### src/rtl/core/pss_pkg.sv
`timescale 1ns / 1ps
// ----------------------------------------------------------------------------
// Poll scheduler package
// Shared widths, defaults and codes for the periodic sensor poll scheduler.
// ----------------------------------------------------------------------------
package pss_pkg;

   localparam int ACTION_W      = 1;
   localparam int SLOT_FIELD_W  = 7;
   localparam int ID_W          = 16;
   localparam int PERIOD_W      = 16;
   localparam int NOW_W         = 48;

   localparam int ACTIVE_W      = 8;
   localparam int EMIT_W        = 7;
   localparam int CSR_DATA_W    = 8;
   localparam int CSR_IDX_W     = 1;

   localparam int DEF_SLOTS     = 128;
   localparam int DEF_TIME_BITS = 48;

   localparam logic [ACTIVE_W-1:0] ACTIVE_RESET = 8'd0;
   localparam logic [EMIT_W-1:0]   EMIT_RESET   = 7'd64;
   localparam logic [EMIT_W-1:0]   MAX_RESULTS  = 7'd64;
   localparam logic [EMIT_W-1:0]   MIN_RESULTS  = 7'd1;

   typedef enum logic [CSR_IDX_W-1:0] {
      CSR_ACTIVE_COUNT = 1'b0,
      CSR_MAX_EMIT     = 1'b1
   } csr_idx_type;

   typedef enum logic [ACTION_W-1:0] {
      ACT_LOAD = 1'b0,
      ACT_TICK = 1'b1
   } action_type;

   typedef enum logic [2:0] {
      ST_IDLE  = 3'b001,
      ST_SCAN  = 3'b010,
      ST_FLUSH = 3'b100
   } state_type;

endpackage

### src/rtl/core/pss_due_calc.sv
`timescale 1ns / 1ps
// ----------------------------------------------------------------------------
// Due time calculator
// Adds a period to the current time, saturating at the top of the time range.
// ----------------------------------------------------------------------------
module pss_due_calc #(
   parameter int TIME_BITS = pss_pkg::DEF_TIME_BITS
) (
   input  logic [TIME_BITS-1:0]         now_val,
   input  logic [pss_pkg::PERIOD_W-1:0] period_val,
   output logic [TIME_BITS-1:0]         due_val
);

   logic [TIME_BITS:0] sum;

   assign sum = {1'b0, now_val} + (TIME_BITS+1)'(period_val);

   // A carry out means the sum passed the largest representable time.
   assign due_val = sum[TIME_BITS] ? {TIME_BITS{1'b1}} : sum[TIME_BITS-1:0];

endmodule

### config.mk
export PLATFORM = sky130hd
export DESIGN_NAME = pss_due_calc
export DESIGN_NICKNAME = d
export VERILOG_FILES = /design/src/rtl/core/pss_pkg.sv /design/src/rtl/core/pss_due_calc.sv
export SDC_FILE = /design/constraint.sdc
export NUM_CORES = 1
export LEC_CHECK = 0
export BUFFER_PORTS_ARGS = -buffer_cell sky130_fd_sc_hd__buf_2
export CAP_MARGIN = 10
export CORE_MARGIN = 3
export CORE_UTILIZATION = 50
export DETAILED_ROUTE_END_ITERATION = 6
export PLACE_DENSITY = 0.95
export SETUP_SLACK_MARGIN = 0.5
export SYNTH_ARGS = -nofsm -noshare
export SYNTH_HDL_FRONTEND = slang
export SYNTH_SLANG_ARGS = --single-unit
export TNS_END_PERCENT = 50
### constraint.sdc
create_clock -name vclk -period 5.75
set_input_delay 0.575 -clock vclk [all_inputs]
set_output_delay 0.575 -clock vclk [all_outputs]
set_load 0.01 [all_outputs]
==> flow_summary.yaml <==
status:
  status: "complete, no violations"
floorplanning:
  die_h_um: 67.8
  initial_core_util_pct: 54.6
  rows: 21
  design.die.area_um2: 4600
  io_pins: 112
  core_area_um2: 3490
  die_w_um: 67.8
sta:
  holdWs_ns: 1.47
  final_hold_viol_count: 0
  setup_viol: 0
  timing.slew.headroom_pct: 34.1
  period_needed_ns: 4.32
  max_freq_mhz: 231
  worst_slew_pin_slew_ns: 0.987
  rsz0062_at_grt: "false"
  finalCritPeriodShare_pct: 75.2
  setup_tns_ns: 0
  worst_slack_ns: 1.43
  drv_slew: 0
grt:
  gr-total-overflow: 0
  grt_pass1_wl_mm: 9.02
  grt_max_degree: 42
  antenna_found_initial: 0
  grtUsageTotal_pct: 23.9
  grt_pass1_vias: 2213
detailed_routing:
  viasPerCell: 5.79
  wire_per_inst_um: 14.0
  final_antenna_net_count: 0
  drt_iter0_drc: 146
  dr_total_vias: 2436
  drc: 0
  wl_mm: 5.87
  drtPass1Iterations: 4
setup_path:
  worstSetupEndpoint: "due_val[47]"
  endpoint_kind: "output pin"
  path_max_fanout: 41
  critical_path_required_ns: 5.18
  crit_type: "in -> out"
  crit_start: "now_val[0]"
  cp-start-kind: "primary input"
  crit_arrival_ns: 3.75
cts:
  ctsHoldBuffers: 0
  cts-resized-gates: 0
  postCtsSetupBuffers: 0
placed_design:
  hpwl_mm: 4.90
  globalplace.congestion: 0.900
  place_ws_ns: 1.45
  io_buffers: 112
power:
  pwr-share-comb_pct: 100.0
  p_sw_share_pct: 56.6
  p_clk_share_pct: 0
  ir_worst_vdd_mv: 0.0670
  p_seq_share_pct: 0
  leakage_nw: 1.21
  p_per_area_nw_per_um2: 94.4
  internal_power_mw: 0.0990
  power.switching_mw: 0.129
synth:
  syn_area_um2: 1910
  ys_types: 54
  synth_fp_nets: 358
  syn_inst: 277
  synth_warnings: 0
  syn_area_per_cell_um2: 6.89
  ys_seq_area_share_pct: 0
layout:
  nFlopsAndLatches: 0
  fillCellCount: 317
  clock_buffer_count: 0
  fin_nets: 458
  syn2layout_area_growth_pct: 26.5
  antenna_cells: 0
  drive_above_1_share_pct: 36.8
  seqCellArea_um2: 0
worst_hold_path:
  holdCritStartpoint: "now_val[40]"
  hold_class: "in -> out"
job:
  cap_violations: 0
==> cell usage after synthesis, types with 2 or more instances <==
cell / number / area share (%)
nor4_2: 2 / 1.3
a21o_1: 7 / 2.8
a31oi_1: 4 / 1.3
clkbuf_2: 2 / 0.52
buf_6: 6 / 3.5
clkbuf_1: 3 / 0.59
xnor2_1: 13 / 6.0
and3_1: 7 / 2.3
a21oi_2: 2 / 0.92
buf_4: 3 / 1.2
nor2_1: 17 / 3.3
o211ai_1: 4 / 1.6
nand3_1: 18 / 4.7
o21a_1: 3 / 1.2
or3_1: 3 / 0.98
nand2b_1: 4 / 1.3
mux2_2: 6 / 3.5
nand4_1: 9 / 2.9
a21oi_1: 11 / 2.9
nor3_1: 3 / 0.79
xor2_1: 21 / 9.6
nand4_2: 2 / 1.3
inv_1: 3 / 0.59
ha_1: 16 / 10
nand3_2: 2 / 1.0
o2111ai_1: 4 / 1.8
nor4_1: 3 / 0.98
o21ai_0: 6 / 1.6
and2_1: 4 / 1.3
nand2_1: 61 / 12
and4_1: 2 / 0.92
mux2_1: 3 / 1.8
nor2b_1: 2 / 0.66
==> layout by cell type, fill, tap and decap left out, drive strengths merged, types with 7 or more instances in the layout <==
cell / instances
a21oi: 13
ha: 16
nor2: 17
and3: 8
xor2: 21
buf: 112
a21o: 7
o21ai: 7
nand4: 11
xnor2: 13
nand2: 61
mux2: 9
nand3: 20
==> final cells by class <==
cell class                 instances  area, µm²  area share, %
multi-input combinational        260       1790           74.0
timing repair buffer             112        561           23.2
tap                               46       57.6           2.38
inverter                           3       11.3          0.466
==> how the worst min path moves through the flow <==
stage | to | slack [ns] | cells past startpoint
2_1_floorplan | due_val[40] | 1.24 | 1
3_3_place_gp | due_val[40] | 1.47 | 3
3_5_place_dp | due_val[40] | 1.47 | 3
4_1_cts | due_val[40] | 1.47 | 3
5_1_grt | due_val[40] | 1.49 | 3
6_report | due_val[40] | 1.47 | 3
==> power by group through the flow <==
| stage | Sequential [mW] | Clock, mW | Combinational, mW |
|---|---|---|---|
| final | 0 | 0 | 0.228 |
| after global routing | 0 | 0 | 0.251 |
| after CTS | 0 | 0 | 0.227 |
| after detailed placement | 0 | 0 | 0.226 |
| after global placement | 0 | 0 | 0.221 |
| after floorplan | 0 | 0 | 0.144 |
==> stage by stage <==
| step | instance area (µm²) | cells | util (%) | total power [mW] |
|---|---|---|---|---|
| global route | 2420 | 421 | 69.1 | 0.251 |
| global placement | 2420 | 421 | 69.1 | 0.221 |
| CTS | 2420 | 421 | 69.1 | 0.227 |
| floorplan | 1910 | 277 | - | 0.144 |
| detailed placement | 2420 | 421 | 69.1 | 0.226 |
| finish | 2420 | 421 | 69.1 | 0.228 |
==> worst max-delay path, cell delays in order <==
cell,delay [ns]
buf_2,0.10
ha_1,0.21
fa_1,0.40
a21o_1,0.22
a221oi_2,0.47
a211o_2,0.25
a31oi_4,0.20
nand4_2,0.70
nand2_1,0.14
mux2_1,0.33
buf_2,0.14
==> logic make-up (layout without fill, tap and decap cells) <==
family	Yosys count	in the layout	share of synthesized area, %
buffers and inverters	17	115	6.42
multiplexers	10	10	5.83
adder cells (fa/ha/maj)	17	17	11.5
XOR/XNOR	34	34	15.6
AND/OR/NAND/NOR	143	143	37.5
AO/OA/AOI/OAI	56	56	23.1
==> layer usage <==
layer  wire, µm  GRT usage, %
met4         76          4.96
met1       2450          31.2
met5          0             0
met2       2870          43.5
met3        474         0.499
No activity file was read; power rests on OpenSTA's default activity.
